==> src/cfbc_pkg.sv <==
`default_nettype none
package cfbc_pkg;

   localparam int FRAME_LEN = 8;
   localparam int CRC_SPAN  = 6;
   localparam int INDEX_W   = 3;

   localparam logic [15:0] CRC_INIT = 16'hFFFF;
   localparam logic [15:0] CRC_POLY = 16'hA001;

   // Command codes. The DATA codes carry the payload, the QUERY codes send zeros.
   localparam logic [7:0] CMD_DATA_A  = 8'h01;
   localparam logic [7:0] CMD_DATA_B  = 8'h02;
   localparam logic [7:0] CMD_QUERY_A = 8'h03;
   localparam logic [7:0] CMD_DATA_C  = 8'h04;
   localparam logic [7:0] CMD_QUERY_B = 8'h05;

   // One classified request waiting to be serialized.
   typedef struct packed {
      logic [7:0]  device_id;
      logic [7:0]  command;
      logic [31:0] payload;
   } entry_type;

   // Write side of the queue.
   typedef struct packed {
      logic      valid;
      entry_type entry;
   } push_type;

   // Read side of the queue as seen by the serializer.
   typedef struct packed {
      logic      empty;
      entry_type entry;
   } head_type;

   // One byte of CRC-16/MODBUS, reflected, one bit per step.
   function automatic logic [15:0] crc_byte(input logic [15:0] crc_in,
                                            input logic [7:0]  data);
      logic [15:0] acc;
      acc = crc_in ^ {8'h00, data};
      for (int b = 0; b < 8; b++) begin
         if (acc[0]) begin
            acc = (acc >> 1) ^ CRC_POLY;
         end else begin
            acc = acc >> 1;
         end
      end
      return acc;
   endfunction

endpackage
`default_nettype wire

==> src/cfbc_front.sv <==
`default_nettype none
module cfbc_front
   import cfbc_pkg::*;
(
   input  wire logic        req_valid,
   input  wire logic [7:0]  req_device_id,
   input  wire logic [7:0]  req_command,
   input  wire logic [31:0] req_payload,
   input  wire logic        queue_full,
   output logic             req_stall,
   output push_type         push
);

   logic known;
   logic with_payload;

   always_comb begin
      known        = 1'b1;
      with_payload = 1'b0;
      case (req_command) inside
         CMD_DATA_A, CMD_DATA_B, CMD_DATA_C: with_payload = 1'b1;
         CMD_QUERY_A, CMD_QUERY_B:           with_payload = 1'b0;
         default:                            known        = 1'b0;
      endcase
   end

   // Unknown commands are taken and dropped; only known ones reach the queue.
   assign req_stall            = queue_full;
   assign push.valid           = req_valid & ~queue_full & known;
   assign push.entry.device_id = req_device_id;
   assign push.entry.command   = req_command;
   assign push.entry.payload   = with_payload ? req_payload : 32'h0000_0000;

endmodule
`default_nettype wire

==> src/cfbc_queue.sv <==
`default_nettype none
module cfbc_queue
   import cfbc_pkg::*;
#(
   parameter int DEPTH = 4
)(
   input  wire logic clock,
   input  wire logic reset,
   input  wire push_type push,
   input  wire logic pop,
   output logic      full,
   output head_type  head
);

   localparam int PTR_W = (DEPTH > 1) ? $clog2(DEPTH) : 1;
   localparam int CNT_W = $clog2(DEPTH + 1);

   entry_type        store_ff [DEPTH];
   logic [PTR_W-1:0] wr_ptr_ff, wr_ptr_in;
   logic [PTR_W-1:0] rd_ptr_ff, rd_ptr_in;
   logic [CNT_W-1:0] count_ff,  count_in;
   logic             do_push, do_pop;

   assign full       = (count_ff == CNT_W'(DEPTH));
   assign head.empty = (count_ff == '0);
   assign head.entry = store_ff[rd_ptr_ff];
   assign do_push    = push.valid & ~full;
   assign do_pop     = pop & ~head.empty;

   always_comb begin
      wr_ptr_in = wr_ptr_ff;
      rd_ptr_in = rd_ptr_ff;
      count_in  = count_ff;
      if (do_push) begin
         wr_ptr_in = (wr_ptr_ff == PTR_W'(DEPTH - 1)) ? '0 : wr_ptr_ff + 1'b1;
      end
      if (do_pop) begin
         rd_ptr_in = (rd_ptr_ff == PTR_W'(DEPTH - 1)) ? '0 : rd_ptr_ff + 1'b1;
      end
      if (do_push && !do_pop) begin
         count_in = count_ff + 1'b1;
      end else if (do_pop && !do_push) begin
         count_in = count_ff - 1'b1;
      end
   end

   always_ff @(posedge clock) begin
      if (reset) begin
         wr_ptr_ff <= '0;
         rd_ptr_ff <= '0;
         count_ff  <= '0;
      end else begin
         wr_ptr_ff <= wr_ptr_in;
         rd_ptr_ff <= rd_ptr_in;
         count_ff  <= count_in;
      end
   end

   always_ff @(posedge clock) begin
      if (do_push) begin
         store_ff[wr_ptr_ff] <= push.entry;
      end
   end

endmodule
`default_nettype wire

==> src/cfbc_back.sv <==
`default_nettype none
module cfbc_back
   import cfbc_pkg::*;
(
   input  wire logic       clock,
   input  wire logic       reset,
   input  wire head_type   head,
   output logic            pop,
   input  wire logic       rsp_stall,
   output logic            rsp_valid,
   output logic [7:0]      rsp_frame_byte,
   output logic            rsp_last
);

   logic [INDEX_W-1:0] index_ff, index_in;
   logic [15:0]        crc_ff, crc_in;
   logic               valid_ff, valid_in;
   logic [7:0]         byte_ff, byte_in;
   logic               last_ff, last_in;
   logic               advance;
   logic               step;
   logic [15:0]        crc_cur;
   logic [7:0]         sel_byte;

   assign advance = ~valid_ff | ~rsp_stall;
   assign step    = advance & ~head.empty;
   assign crc_cur = (index_ff == '0) ? CRC_INIT : crc_ff;

   always_comb begin
      case (index_ff)
         3'd0:    sel_byte = head.entry.device_id;
         3'd1:    sel_byte = head.entry.command;
         3'd2:    sel_byte = head.entry.payload[7:0];
         3'd3:    sel_byte = head.entry.payload[15:8];
         3'd4:    sel_byte = head.entry.payload[23:16];
         3'd5:    sel_byte = head.entry.payload[31:24];
         3'd6:    sel_byte = crc_ff[7:0];
         default: sel_byte = crc_ff[15:8];
      endcase
   end

   always_comb begin
      index_in = index_ff;
      crc_in   = crc_ff;
      valid_in = valid_ff;
      byte_in  = byte_ff;
      last_in  = last_ff;
      pop      = 1'b0;
      if (advance) begin
         valid_in = step;
      end
      if (step) begin
         byte_in  = sel_byte;
         last_in  = (index_ff == INDEX_W'(FRAME_LEN - 1));
         index_in = index_ff + 1'b1;
         pop      = last_in;
         if (index_ff < INDEX_W'(CRC_SPAN)) begin
            crc_in = crc_byte(crc_cur, sel_byte);
         end
      end
   end

   always_ff @(posedge clock) begin
      if (reset) begin
         index_ff <= '0;
         valid_ff <= 1'b0;
      end else begin
         index_ff <= index_in;
         valid_ff <= valid_in;
      end
   end

   always_ff @(posedge clock) begin
      crc_ff  <= crc_in;
      byte_ff <= byte_in;
      last_ff <= last_in;
   end

   assign rsp_valid      = valid_ff;
   assign rsp_frame_byte = byte_ff;
   assign rsp_last       = last_ff;

endmodule
`default_nettype wire

==> src/command_frame_builder_crc16_core.sv <==
`default_nettype none
// Channel  Direction  Handshake             Payload
// req      in         req_valid/req_stall   device_id[8], command[8], payload[32]
// rsp      out        rsp_valid/rsp_stall   frame_byte[8], last[1]
//
// Each known request becomes an 8-byte frame, one item per cycle on rsp while
// rsp_stall is low; the serializer in the back end sets that rate.
// Requests with unknown commands are taken and produce nothing.
// When the queue is empty, the first byte of a frame passes through the queue storage, then the output register.
// Reset is synchronous and clears the queue and the serializer; no clearing pass.
// req_stall rises only when the request queue is full; rsp_stall holds the
// output register while the front end keeps filling the queue.
module command_frame_builder_crc16_core
   import cfbc_pkg::*;
#(
   parameter int QUEUE_DEPTH = 2
)(
   input  wire logic        clock,
   input  wire logic        reset,
   input  wire logic        req_valid,
   output logic             req_stall,
   input  wire logic [7:0]  req_device_id,
   input  wire logic [7:0]  req_command,
   input  wire logic [31:0] req_payload,
   output logic             rsp_valid,
   input  wire logic        rsp_stall,
   output logic [7:0]       rsp_frame_byte,
   output logic             rsp_last
);

   // Front end and back end meet only through the queue.
   push_type push;
   head_type head;
   logic     queue_full;
   logic     pop;

   cfbc_front u_front (
      .req_valid     (req_valid),
      .req_device_id (req_device_id),
      .req_command   (req_command),
      .req_payload   (req_payload),
      .queue_full    (queue_full),
      .req_stall     (req_stall),
      .push          (push)
   );

   cfbc_queue #(
      .DEPTH (QUEUE_DEPTH)
   ) u_queue (
      .clock (clock),
      .reset (reset),
      .push  (push),
      .pop   (pop),
      .full  (queue_full),
      .head  (head)
   );

   // The back end walks the queue head byte by byte, folds bytes 0 to 5 into
   // the CRC as they leave, and releases the entry with the final byte.
   cfbc_back u_back (
      .clock          (clock),
      .reset          (reset),
      .head           (head),
      .pop            (pop),
      .rsp_stall      (rsp_stall),
      .rsp_valid      (rsp_valid),
      .rsp_frame_byte (rsp_frame_byte),
      .rsp_last       (rsp_last)
   );

endmodule
`default_nettype wire

==> config.mk <==
export PLATFORM = sky130hd
export DESIGN_NAME = command_frame_builder_crc16_core
export DESIGN_NICKNAME = d
export VERILOG_FILES = /design/src/cfbc_pkg.sv /design/src/cfbc_front.sv /design/src/cfbc_queue.sv /design/src/cfbc_back.sv /design/src/command_frame_builder_crc16_core.sv
export SDC_FILE = /design/constraint.sdc
export NUM_CORES = 1
export LEC_CHECK = 0
export BUFFER_PORTS_ARGS = -buffer_cell sky130_fd_sc_hd__clkbuf_2
export CAP_MARGIN = 10
export CORE_ASPECT_RATIO = 2
export CORE_MARGIN = 2
export CORE_UTILIZATION = 59
export CTS_CLUSTER_SIZE = 20
export DETAILED_ROUTE_END_ITERATION = 10
export GPL_TIMING_DRIVEN = 0
export PLACE_DENSITY = 0.79
export SYNTH_ARGS = -nofsm -noshare
export SYNTH_HDL_FRONTEND = slang
export SYNTH_HIERARCHICAL = 1
export SYNTH_SLANG_ARGS = --single-unit
==> constraint.sdc <==
create_clock -name clock -period 4.7 [get_ports clock]
set_input_delay 0.235 -clock clock [delete_from_list [all_inputs] [get_ports clock]]
set_output_delay 0.235 -clock clock [all_outputs]
set_load 0.01 [all_outputs]
## After elaboration in Yosys (flattened, before gate mapping)

Memory sizes are Yosys's and may differ from the RTL's. A register that Yosys moved wholly into a read port is not among the register bits.
Index checks and enable logic that the tools add are counted.

- Latch bits: 0
- RAM bits: 96
- Register bits: 33
- Logic and storage cells: 95
- Bits in read-only memories: 0
- Memories: 1

- $lt $le $gt $ge: 1
- Reduce and logical (&&, ||, !) cells: 10
- Muxes and demuxes: 37
- Multiply operators: 0
- Bitwise logic cells: 19
- Shift-type cells: 0
- $add $sub $neg: 5
- Eq/ne operators: 13
- Divide/modulo/power cells: 0

Memories:

| name | words | bits a word | rd ports | clocked after memory_dff | wr ports | line | source |
|---|---|---|---|---|---|---|---|
| u_queue.store_ff | 2 | 48 | 1 | 1 | 1 | cfbc_queue.sv:18 | `entry_type store_ff [DEPTH];` |

Operators with widths:

| operator | number |
|---|---|
| 16-bit two-way mux | 22 |
| 8-bit one-hot mux with 7 select lines | 1 |
| 32-bit two-way mux | 1 |
| 2-bit NOT with 3-bit output | 8 |
| 8-bit by 2-bit == test with 1-bit output, second input constant | 2 |
| 8-bit by 3-bit == test with 1-bit output, second input constant | 2 |
| 16-bit by 8-bit bitwise XOR with 16-bit output | 1 |
| 14-bit two-way mux | 1 |
| 3-bit == test, second input constant | 4 |
| 1-bit two-way mux | 10 |
| 8-bit by 1-bit == test with 1-bit output, second input constant | 1 |
| 3-bit by 2-bit == test with 1-bit output, second input constant | 2 |
| 1-bit AND | 5 |
| 2-bit two-way mux | 2 |
| 1-bit NOT | 4 |
| 3-bit by 1-bit adder with 3-bit output, second input constant | 1 |
| 3-bit by 1-bit == test with 1-bit output, second input constant | 1 |
| 3-bit logical NOT | 1 |
| 3-bit < comparator, second input constant | 1 |
| 3-bit OR reduction | 1 |
| 1-bit adder, second input constant | 2 |
| 2-bit by 1-bit adder with 2-bit output, second input constant | 1 |
| 2-bit == test, second input constant | 1 |
| 1-bit logical AND | 2 |
| 7 further kinds | 8 |

## Longest topological paths before layout

Gate-level depths: netlist of run 1.

- Depth in word-level cells: 33
- Depth in mapped cells: 13
- Mapped depth without buffers: 9

## Hierarchy

Netlist of run 1, hierarchy kept.

By module, submodules not included:

| module | area each (um2) | instances | cells each | seq. area each (um2) |
|---|---|---|---|---|
| cfbc_queue | 3681.0 | 1 | 174 | 2982.9 |
| cfbc_back | 1993.2 | 1 | 168 | 830.8 |
| cfbc_front | 915.9 | 1 | 101 | 0.0 |

## Worst setup path after synthesis of run 1

OpenSTA, ideal clock, no wires.

- Path type: register -> register
- From: register u_back.index_ff[2]
- To: register u_back.crc_ff[0] (data pin)
- Period minus slack after synthesis: 3.229 ns
- Stages on the path, launching flop included: 13
- Setup slack: 1.471 ns
- Arrival: 2.961 ns
- Cell sequence: dfxtp_1 > buf_6 > buf_6 > buf_2 > inv_1 > ha_1 > buf_2 > or4_4 > buf_6 > o22ai_4 > xnor2_2 > xnor3_2 > xnor3_1

- Longest elaborated chain between the ends: 26
- Elaborated cells between the ends (all ways): 40
- Those cells by class: 6 x eq/ne; 24 x mux; 9 x bitwise; 1 x reduce/logical

Ends and longest elaborated chain:

| what | line | source |
|---|---|---|
| from (decl) | cfbc_back.sv:15 | `logic [INDEX_W-1:0] index_ff, index_in;` |
| from (signal assigned) | cfbc_back.sv:68 | `index_ff <= index_in;` |
| 3-bit == test (tied with other cells) | cfbc_back.sv:30 | `case (index_ff)` |
| 8-bit one-hot mux with 7 select lines / 16-bit two-way mux (equally long branches) | cfbc_back.sv:30, cfbc_back.sv:27 |  |
| 16-bit by 8-bit bitwise XOR with 16-bit output (*) | cfbc_pkg.sv:41 | `acc = crc_in ^ {8'h00, data};` |
| 16-bit two-way mux (*) | cfbc_pkg.sv:43 | `if (acc[0]) begin` |
| 16-bit two-way mux (*) | cfbc_back.sv:57 | `if (index_ff < INDEX_W'(CRC_SPAN)) begin` |
| 16-bit two-way mux (*) | cfbc_back.sv:52 | `if (step) begin` |
| 16-bit two-way mux (*) | cfbc_pkg.sv:43 |  |
| 16-bit two-way mux (*) | cfbc_back.sv:57 |  |
| (+10 left out) | n/a |  |
| 16-bit two-way mux (*) | cfbc_pkg.sv:43 |  |
| 16-bit two-way mux (*) | cfbc_back.sv:57 |  |
| 16-bit two-way mux (*) | cfbc_back.sv:52 |  |
| 2-bit NOT with 3-bit output (no source line) (tied with other cells) | n/a |  |
| 16-bit two-way mux (*) | cfbc_pkg.sv:43 |  |
| 16-bit two-way mux (*) | cfbc_back.sv:57 |  |
| 16-bit two-way mux (*) | cfbc_back.sv:52 |  |
| 14-bit two-way mux (*) | cfbc_pkg.sv:43 |  |
| to (signal assigned) | cfbc_back.sv:74 | `crc_ff <= crc_in;` |
| to (decl) | cfbc_back.sv:16 | `logic [15:0] crc_ff, crc_in;` |

Every way passes the cells marked *; elsewhere a longest branch is shown, timed or not. The select of a mux whose other input is x is not followed.
A chain may end at the register's enable or synchronous reset.

## Worst setup path in the final report of run 1

- From: register u_back.index_ff[2]
- To: register u_back.crc_ff[0] (data pin)

- Longest elaborated chain between the ends: 26
- Elaborated cells between the ends (all ways): 40
- Those cells by class: 6 x eq/ne; 24 x mux; 9 x bitwise; 1 x reduce/logical

Ends and longest elaborated chain:

| what | line | source |
|---|---|---|
| 3-bit == test (tied with other cells) | cfbc_back.sv:30 |  |
| 8-bit one-hot mux with 7 select lines (*) | cfbc_back.sv:30 |  |
| net u_back.sel_byte[1] | cfbc_back.sv:23 | `logic [7:0] sel_byte;` |
| 16-bit by 8-bit bitwise XOR with 16-bit output (*) | cfbc_pkg.sv:41 |  |
| 2-bit NOT with 3-bit output (no source line) | n/a |  |
| 16-bit two-way mux (*) | cfbc_pkg.sv:43 |  |
| 16-bit two-way mux (*) | cfbc_back.sv:57 |  |
| 16-bit two-way mux (*) | cfbc_back.sv:52 |  |
| (+11 left out) | n/a |  |
| 16-bit two-way mux (*) | cfbc_back.sv:52 |  |
| 16-bit two-way mux (*) | cfbc_pkg.sv:43 |  |
| 16-bit two-way mux (*) | cfbc_back.sv:57 |  |
| 16-bit two-way mux (*) | cfbc_back.sv:52 |  |
| 16-bit two-way mux (*) | cfbc_pkg.sv:43 |  |
| 16-bit two-way mux (*) | cfbc_back.sv:57 |  |
| 16-bit two-way mux (*) | cfbc_back.sv:52 |  |
| 14-bit two-way mux (*) | cfbc_pkg.sv:43 |  |

The timed path passes the listed nets; every way through them passes the cells marked *. The select of a mux whose other input is x is not followed.

==> results of run 1 <==
-- power by group --
group,switching [mW],internal (mW)
sequential,0.00386,1.27
clock,0.499,0.785
combinational,0.0973,0.0895
-- layer usage --
layer,share of wire,vias to the layer above,GRT usage
li1,-,1825,-
met1,0.35,1916,0.253
met2,0.58,119,0.445
met3,0.029,35,0.0514
met4,0.043,0,0.140
met5,0,-,0
-- worst max-delay path, cell delays in order (launching register included) --
cell and delay, ns:
dfxtp_1 0.50, buf_6 0.22, buf_6 0.17, buf_2 0.25
inv_1 0.09, ha_1 0.21, buf_2 0.19, nor4_2 0.43
a221oi_1 0.15, a21oi_2 0.30, xnor2_2 0.18, xnor3_2 0.50
xnor3_1 0.40
-- registers in the layout, summed over array words and instances (netlist names), 2 cells and up, named ones only --
name                   count
u_back/rsp_frame_byte      8
u_queue/count_ff           2
u_back/index_ff            3
u_queue/store_ff          96
u_back/crc_ff             16
-- area by class of cell --
| class | count | area (um^2) |
|---|---|---|
| buffer | 45 | 313 |
| clock buffer | 17 | 425 |
| clock inverter | 15 | 158 |
| fill | 754 | 3130 |
| inverter | 39 | 146 |
| multi-input combinational | 229 | 2320 |
| sequential | 130 | 3810 |
| tap | 140 | 175 |
| timing repair buffer | 64 | 392 |
-- through the flow --
step | util | total power [mW] | hold slack, ns | std cells | instance area (um^2)
2_1_floorplan | - | 1.43 | 0.304 | 443 | 6590
3_3_place_gp | 0.647 | 1.47 | 0.420 | 637 | 7040
3_5_place_dp | 0.652 | 1.48 | 0.423 | 640 | 7090
4_1_cts | 0.712 | 2.76 | 0.00544 | 679 | 7740
5_1_grt | 0.712 | 2.83 | 0.00760 | 679 | 7740
6_report | 0.712 | 2.74 | 0.0227 | 679 | 7740
-- layout by cell type (no fill, tap or decap), types with 9 or more instances in the layout --
| master | Yosys | final |
|---|---|---|
| edfxtp_1 | 121 | 121 |
| clkbuf_2 | 2 | 56 |
| mux2_2 | 56 | 56 |
| inv_1 | 39 | 38 |
| a2111oi_2 | 25 | 25 |
| nor2_1 | 22 | 22 |
| buf_4 | 18 | 18 |
| clkbuf_16 | 0 | 17 |
| xnor2_1 | 14 | 14 |
| xor2_1 | 13 | 13 |
| buf_2 | 11 | 11 |
| a21oi_1 | 10 | 10 |
| buf_6 | 8 | 9 |
| a22oi_1 | 9 | 9 |
| dfxtp_1 | 9 | 9 |
-- cell families (layout without fill, tap and decap cells) --
kind of cell | count (synthesis) | after routing | synth area share
flops | 130 | 130 | 0.579
simple gates | 51 | 51 | 0.0418
mux | 60 | 60 | 0.103
xor+xnor | 34 | 34 | 0.0589
fa+ha+maj | 7 | 7 | 0.0133
buf+inv | 84 | 180 | 0.0697
compound gates | 77 | 77 | 0.135
-- worst max path at each step --
stage / endpoint / cells past startpoint
after floorplan: u_back/crc_ff[0] / 12
after global placement: u_queue/store_ff[1][46] / 8
after detailed placement: u_back/crc_ff[0] / 12
after CTS: u_back/crc_ff[0] / 12
after global routing: u_back/crc_ff[0] / 12
final: u_back/crc_ff[0] / 12
==> qor.yml, run 1 <==
grt_overflow: 0
via_count: 3895
netlist.area_leader.share: 0.551
critPathLaunch: "u_back/index_ff[2]"
grt_pass1_vias: 4140
setup_violations: 0
drive_gt1_frac: 0.438
gp_congestion: 0.905
post-place-ws_ns: 0.875
grtUsageTotal: 0.245
drc_errors: 0
antennaDiodeCount: 0
postCtsResizedCells: 0
firstDrtPassIters: 5
io_buffers: 54
num_rows: 54
hold_path_class: "input pin to register"
ys_ff_latch: 130
clock_skew_ns: 0.0132
antenna_found_initial: 0
cts_setup_buffers: 0
synth_area_leaders: "edfxtp_1 (55%), mux2_2 (9.6%), a2111oi_2 (5.7%)"
hp-start: "req_device_id[2]"
cap_violations: 0
r2r_cells: 12
holdPathStages: 1
htree_levels: 4
place.detailed.hpwl_um: 9830
clk_pin_slew_ns: 0.05
synth_common_cells: "edfxtp_1 (121), mux2_2 (56), inv_1 (39)"
cts_made_buffers: 17
endpoint_kind: "register"
core_um2: 10900
synth_cell_types: 53
slew_viol_final: 0
io_pins: 63
r2r-start: "u_back/index_ff[2]"
finalNetCount: 585
cts_tree: "built"
cts_hold_buf: 7
drt-initial-drc-count: 268
grt_max_degree: 35
grt_pass1_wl_um: 21800
clock-sinks: 130
initial_core_util: 0.606
worstSetupStartpointType: "register"
die_h_um: 153
ys.warnings.count: 6
async_flop_share: 0
cts_max_path_buffers: 2
critPathArrivalTime_ns: 4.01
p_per_area_nw_per_um2: 354
outcome: "finished, final reports clean"
crit_fanout: 10
synth_nets: 502
drtAntennaViolNets: 0
syn_inst: 443
ys_seq_area_frac: 0.579
layout_setup_ws_ns: 0.832
via_per_inst: 5.74
rsz0062_at_grt: "no"
required_ns: 4.84
max-slew-margin-rel: 0.389
wl_per_cell_um: 20.3
r2r_slack_ns: 0.83
cts-root-buf: "clkbuf_16"
dieArea_um2: 12100
tightest_slew_ns: 0.911
synth-edff-count: 121
p_leak_nw: 2.56
fmax_ghz: 0.259
wirelength_um: 13800
syn_area_um2: 6590
hold_viol: 0
synth_area_leader_cell: "edfxtp_1"
syn_to_final_growth_pct: 17.5
critPathKind: "register to register"
r2r_end: "u_back/crc_ff[0]"
tns_ns: 0
yosysMostFrequentCell: "edfxtp_1"
synth_area_per_cell_um2: 14.9
worstHoldEndpoint: "u_queue/store_ff[0][42]"
post-route-min-period_ns: 3.87
finalCritPeriodShare: 0.823
synth-main-ff-cell: "edfxtp_1"
ir_worst_vdd_v: 0.000313
die_w_um: 78.7
clock_latency_ns: 0.41
(Power assumes the default switching activity.)
==> run 2, diff against run 1 <==
CORE_UTILIZATION = 54   (was 59)
PLACE_DENSITY = 0.77   (was 0.79)
clock period = 3.5 ns   (was 4.7 ns; I/O delays follow)
==> qor.yml, run 2 (synthesis results as in run 1) <==
outcome: "finished, final reports clean"
clkPwrFrac: 0.459  # -0.009
setup_violations: 0  # unchanged
antennaDiodeCount: 0  # unchanged
die_w_um: 82.1  # +4.3%
dieArea_um2: 13200  # +8.9%
clock_latency_ns: 0.41  # about the same
gp_congestion: 0.868  # -4.1%
grtUsageTotal: 0.230  # -0.0154
fmax_ghz: 0.292  # +13%
p_leak_nw: 2.55  # -0.39%
cts_tree: "built"
drive_gt1_frac: 0.438  # unchanged
num_rows: 57  # +5.6%
dp_cells: 647  # +1.1%
final_core_util: 0.643  # -0.0686
cts_setup_buffers: 0  # unchanged
grt_overflow: 0  # unchanged
via_per_inst: 5.69  # -0.79%
whs_ns: 0.0124  # -0.0103 ns
largest_reg_flops: 96  # unchanged
critPathKind: "register to register"
endpoint_kind: "register"
grt-busiest-layer: "met2"
rsz0062_at_grt: "no"
power_mw: 3.62  # +32%
cts-root-buf: "clkbuf_16"
clock-sinks: 130  # unchanged
finalCritPeriodShare: 0.980  # +0.157
post-route-min-period_ns: 3.43  # -0.439 ns
switching_share: 0.224  # +0.00581
finalNetCount: 585  # unchanged
post-place-ws_ns: -0.287  # -1.16 ns
fillCellCount: 859  # +14%
clock_skew_ns: 0.0102  # -0.00302 ns
final_common_cell: "edfxtp_1"
cts_max_path_buffers: 2  # unchanged
die_h_um: 160  # +4.4%
grt_pass1_vias: 4054  # -2.1%
place.detailed.hpwl_um: 9960  # +1.4%
grt_max_degree: 42  # +20%
power_frac_seq: 0.472  # +0.008
cap_violations: 0  # unchanged
hold_path_class: "input pin to register"
tightest_slew_ns: 0.966  # +0.0550 ns
antenna_found_initial: 0  # unchanged
clk_pin_slew_ns: 0.06  # about the same
wirelength_um: 13900  # +0.70%
gr-usage-met3: 0.0475  # -0.00390
max-slew-margin-rel: 0.352  # -0.0368
hold_viol: 0  # unchanged
via_count: 3904  # +0.23%
use_met2: 0.401  # -0.0443
path_common_cell: "buf_8"
final_cell_mix: "edfxtp_1 (121), clkbuf_2 (56), mux2_2 (56)"
htree_levels: 4  # unchanged
wl_per_cell_um: 20.2  # -0.33%
p_per_area_nw_per_um2: 467  # +32%
worstSetupStartpointType: "register"
grt_use_met1: 0.253  # +0.000366
drt-initial-drc-count: 256  # -4.5%
netSwitchingPower_uw: 812  # +35%
initial_core_util: 0.547  # -0.0591
drc_errors: 0  # unchanged
io_pins: 63  # unchanged
combPwrFrac: 0.069  # about the same
timing.critical_path.cells: "buf_8 > buf_8 > inv_1 > ha_1 > buf_2 > or4_4 > buf_6 > o22a_1 > xor2_1 > xnor3_2 > xnor3_1"
cpPeakStageDelay_ns: 0.48  # -0.02 ns
grt_pass1_wl_um: 21800  # about the same
fin_cells: 686  # +1.0%
ir_worst_vdd_v: 0.000366  # +17%
internal-power_mw: 2.81  # +31%
firstDrtPassIters: 4  # -1
drtAntennaViolNets: 0  # unchanged
layout_setup_ws_ns: 0.0711  # -0.761 ns
top_register: "u_queue/store_ff"
syn_to_final_growth_pct: 17.7
critPathArrivalTime_ns: 3.58  # -0.43 ns
cts_made_buffers: 17  # unchanged
crit_fanout: 19  # +9
io_buffers: 54  # unchanged
critPathSlowestCell: "xnor3_2"
slew_viol_final: 0  # unchanged
core_um2: 12100  # +11%
required_ns: 3.65  # -1.19 ns
[run 2: area by class of cell]
| type | instances | area [um^2] | share of cell area |
|---|---|---|---|
| buffer | 44 | 315 | 0.0407 |
| clock buffer | 18 | 429 | 0.0553 |
| clock inverter | 14 | 130 | 0.0168 |
| inverter | 39 | 146 | 0.0189 |
| multi-input combinational | 229 | 2330 | 0.301 |
| sequential | 130 | 3820 | 0.492 |
| tap | 147 | 184 | 0.0237 |
| timing repair buffer | 65 | 402 | 0.0518 |
[run 2: stage by stage]
step / area [um^2] / TNS (ns)
after floorplan: 6590 / 0
after global placement: 7040 / -35.16
after detailed placement: 7100 / -0.749
after CTS: 7740 / 0
after global routing: 7750 / 0
final: 7750 / 0
[run 2: power by group through the flow]
stage	Clock (mW)	Combinational [mW]	Sequential (mW)
floorplan	0	0.176	1.74
global placement	0	0.234	1.74
detailed placement	0	0.242	1.74
CTS	1.68	0.250	1.71
global route	1.74	0.268	1.71
finish	1.66	0.249	1.71
[run 2: what timing repair did]
item	4_1_cts	5_1_grt
gates resized for setup	2	3
setup endpoints to repair	3	2
hold endpoints to repair	16	0
pin swaps	0	1
hold buffers	8	0
[run 2: routing by layer]
metal | part of all wire | vias to the layer above
met5 | 0 | -
li1 | - | 1835
met1 | 0.36 | 1911
met3 | 0.033 | 34
met4 | 0.044 | 0
met2 | 0.57 | 124
[run 2: worst max-delay path, delay by kind of cell (launching register included)]
family          cells  cell delay [ns]
xor+xnor            3             1.05
buf+inv             5             0.79
simple gates        1             0.45
flops               1             0.41
compound gates      1             0.26
fa+ha+maj           1             0.19
[run 2: path summary, 6_finish.rpt]
path	from	endpoint	slack (ns)	cells past startpoint
setup / recovery	u_back/index_ff[2]	u_back/crc_ff[0]	0.07	11
setup reg to reg	u_back/index_ff[2]	u_back/crc_ff[0]	0.07	11
hold reg to reg	u_back/rsp_valid	u_back/rsp_valid	0.48	2
hold / removal	rsp_stall	u_back/rsp_valid	0.01	3
==> run 3, diff against run 2 <==
PLACE_DENSITY = 0.85   (was 0.77)
==> qor.yml, run 3 (synthesis results as in run 1) <==
outcome: "finished, final reports clean"
crit_fanout: 19  # unchanged
fmax_ghz: 0.296  # +1.5%
required_ns: 3.66  # about the same
p_per_area_nw_per_um2: 470  # +0.71%
critPathKind: "register to register"
critPathSlowestCell: "xnor3_2"
rsz0062_at_grt: "no"
cts_tree: "built"
hold_path_class: "input pin to register"
grtUsageTotal: 0.235  # +0.00557
wl_per_cell_um: 20.9  # +3.1%
slew_viol_final: 0  # unchanged
cts-root-buf: "clkbuf_16"
gr-usage-met3: 0.0395  # -0.00791
drc_errors: 0  # unchanged
drtAntennaViolNets: 0  # unchanged
grt_overflow: 0  # unchanged
worstSetupStartpointType: "register"
finalCritPeriodShare: 0.966  # -0.0141
final_common_cell: "edfxtp_1"
r2r_slack_ns: 0.12  # +0.05 ns
tightest_slew_ns: 0.900  # -0.0665 ns
antennaDiodeCount: 0  # unchanged
holdPathStages: 3  # unchanged
die_w_um: 82.1  # unchanged
hp-start: "rsp_stall"
top_register: "u_queue/store_ff"
final_core_util: 0.645  # +0.00145
drt-initial-drc-count: 280  # +9.4%
initial_core_util: 0.547  # unchanged
worstHoldEndpoint: "u_back/rsp_valid"
clock_skew_ns: 0.00955  # -0.000609 ns
io_pins: 63  # unchanged
final_cell_mix: "edfxtp_1 (121), clkbuf_2 (56), mux2_2 (56)"
p_leak_nw: 2.56  # +0.53%
htree_levels: 4  # unchanged
clock-sinks: 130  # unchanged
cts_made_buffers: 17  # unchanged
use_met2: 0.414  # +0.0133
cts_setup_buffers: 0  # unchanged
r2r-start: "u_back/index_ff[2]"
ir_worst_vdd_v: 0.000386  # +5.5%
die_h_um: 160  # unchanged
cpPeakStageDelay_ns: 0.49  # about the same
endpoint_kind: "register"
syn_to_final_growth_pct: 17.9
post-route-min-period_ns: 3.38  # -0.0494 ns
grt_pass1_wl_um: 22100  # +1.6%
via_per_inst: 5.81  # +2.0%
place.detailed.hpwl_um: 10400  # +4.4%
antenna_found_initial: 0  # unchanged
grt_use_met1: 0.242  # -0.0115
grt_max_degree: 45  # +7.1%
wirelength_um: 14300  # +3.1%
via_count: 3984  # +2.0%
grt-busiest-layer: "met2"
timing.critical_path.cells: "buf_8 > buf_12 > inv_1 > ha_1 > buf_2 > or4_4 > buf_6 > o22a_1 > xor2_1 > xnor3_2 > xnor3_1"
num_rows: 57  # unchanged
r2r_end: "u_back/crc_ff[0]"
cts_max_path_buffers: 2  # unchanged
hold_viol: 0  # unchanged
clock_latency_ns: 0.42  # about the same
grt_pass1_vias: 4146  # +2.3%
whs_ns: 0.0146  # +0.00219 ns
max-slew-margin-rel: 0.397  # +0.0446
largest_reg_flops: 96  # unchanged
setup_violations: 0  # unchanged
r2r_cells: 11  # unchanged
core_um2: 12100  # unchanged
dieArea_um2: 13200  # unchanged
drive_gt1_frac: 0.442  # +0.00371
io_buffers: 54  # unchanged
clk_pin_slew_ns: 0.06  # about the same
cap_violations: 0  # unchanged
critPathArrivalTime_ns: 3.54  # -0.04 ns
finalNetCount: 585  # unchanged
firstDrtPassIters: 7  # +3
gp_congestion: 0.874  # +0.69%
-- run 3: changes by cell type in the layout (fill, tap and decap cells not counted) --
cell,before,now
buf_12,2,3
clkinv_1,1,0
clkbuf_1,7,6
buf_4,18,19
clkinvlp_4,4,3
inv_8,0,2
clkinv_4,3,4
buf_8,2,1
buf_6,7,6
-- run 3: through the flow --
stage | total power, mW | setup TNS (ns) | setup slack (ns) | instance area [um^2] | cells
after detailed placement | 1.98 | -0.575 | -0.252 | 7100 | 647
after CTS | 3.68 | 0 | 0.0256 | 7760 | 686
final | 3.65 | 0 | 0.121 | 7770 | 686
after global routing | 3.75 | 0 | 0.00921 | 7770 | 686
after floorplan | 1.92 | 0 | 0.271 | 6590 | 443
after global placement | 1.98 | -29.09 | -0.348 | 7040 | 644
-- run 3: how the worst max path moves through the flow --
stage | start | endpoint | cells past startpoint
floorplan | u_back/index_ff[2] | u_back/crc_ff[0] | 12
global placement | u_queue/count_ff[0] | u_back/crc_ff[13] | 3
detailed placement | u_back/index_ff[2] | u_back/crc_ff[0] | 12
CTS | u_back/index_ff[2] | u_back/crc_ff[0] | 11
global route | u_back/index_ff[2] | u_back/crc_ff[0] | 11
finish | u_back/index_ff[2] | u_back/crc_ff[0] | 11
-- run 3: layout make-up --
type	instances	area (um^2)
Fill cell	861	4280
Sequential cell	130	3820
Multi-Input combinational cell	229	2330
Clock buffer	17	425
Timing Repair Buffer	65	398
Buffer	44	320
Tap cell	147	184
Clock inverter	15	150
Inverter	39	146
-- run 3: routing by layer --
metal / vias to the layer above / routed length [um]
li1: 1832 / -
met4: 0 / 777
met3: 43 / 544
met5: - / 0
met1: 1961 / 4850
met2: 148 / 8150
-- run 3: timing repair --
| item | CTS | global route |
|---|---|---|
| gates resized for setup | 2 | 4 |
| endpoints found under the setup margin | 3 | 2 |
| hold buffers | 8 | 0 |
| endpoints found under the hold margin | 16 | 0 |
| pin swaps | 0 | 1 |
-- run 3: power breakdown --
part,leakage [nW],total [mW],switching [mW],internal (mW)
sequential,1.03,1.71,0.00534,1.70
combinational,1.25,0.251,0.131,0.120
clock,0.275,1.69,0.698,0.995
-- run 3: worst max-delay path, delay by kind of cell (launching register included) --
kind	cells	cell delay, ns
AOI/OAI and AO/OA	1	0.25
xor gates and xnor gates	3	1.05
adders and majority gates	1	0.18
buffers and inverters	5	0.76
DFF	1	0.40
and+or+nand+nor	1	0.45
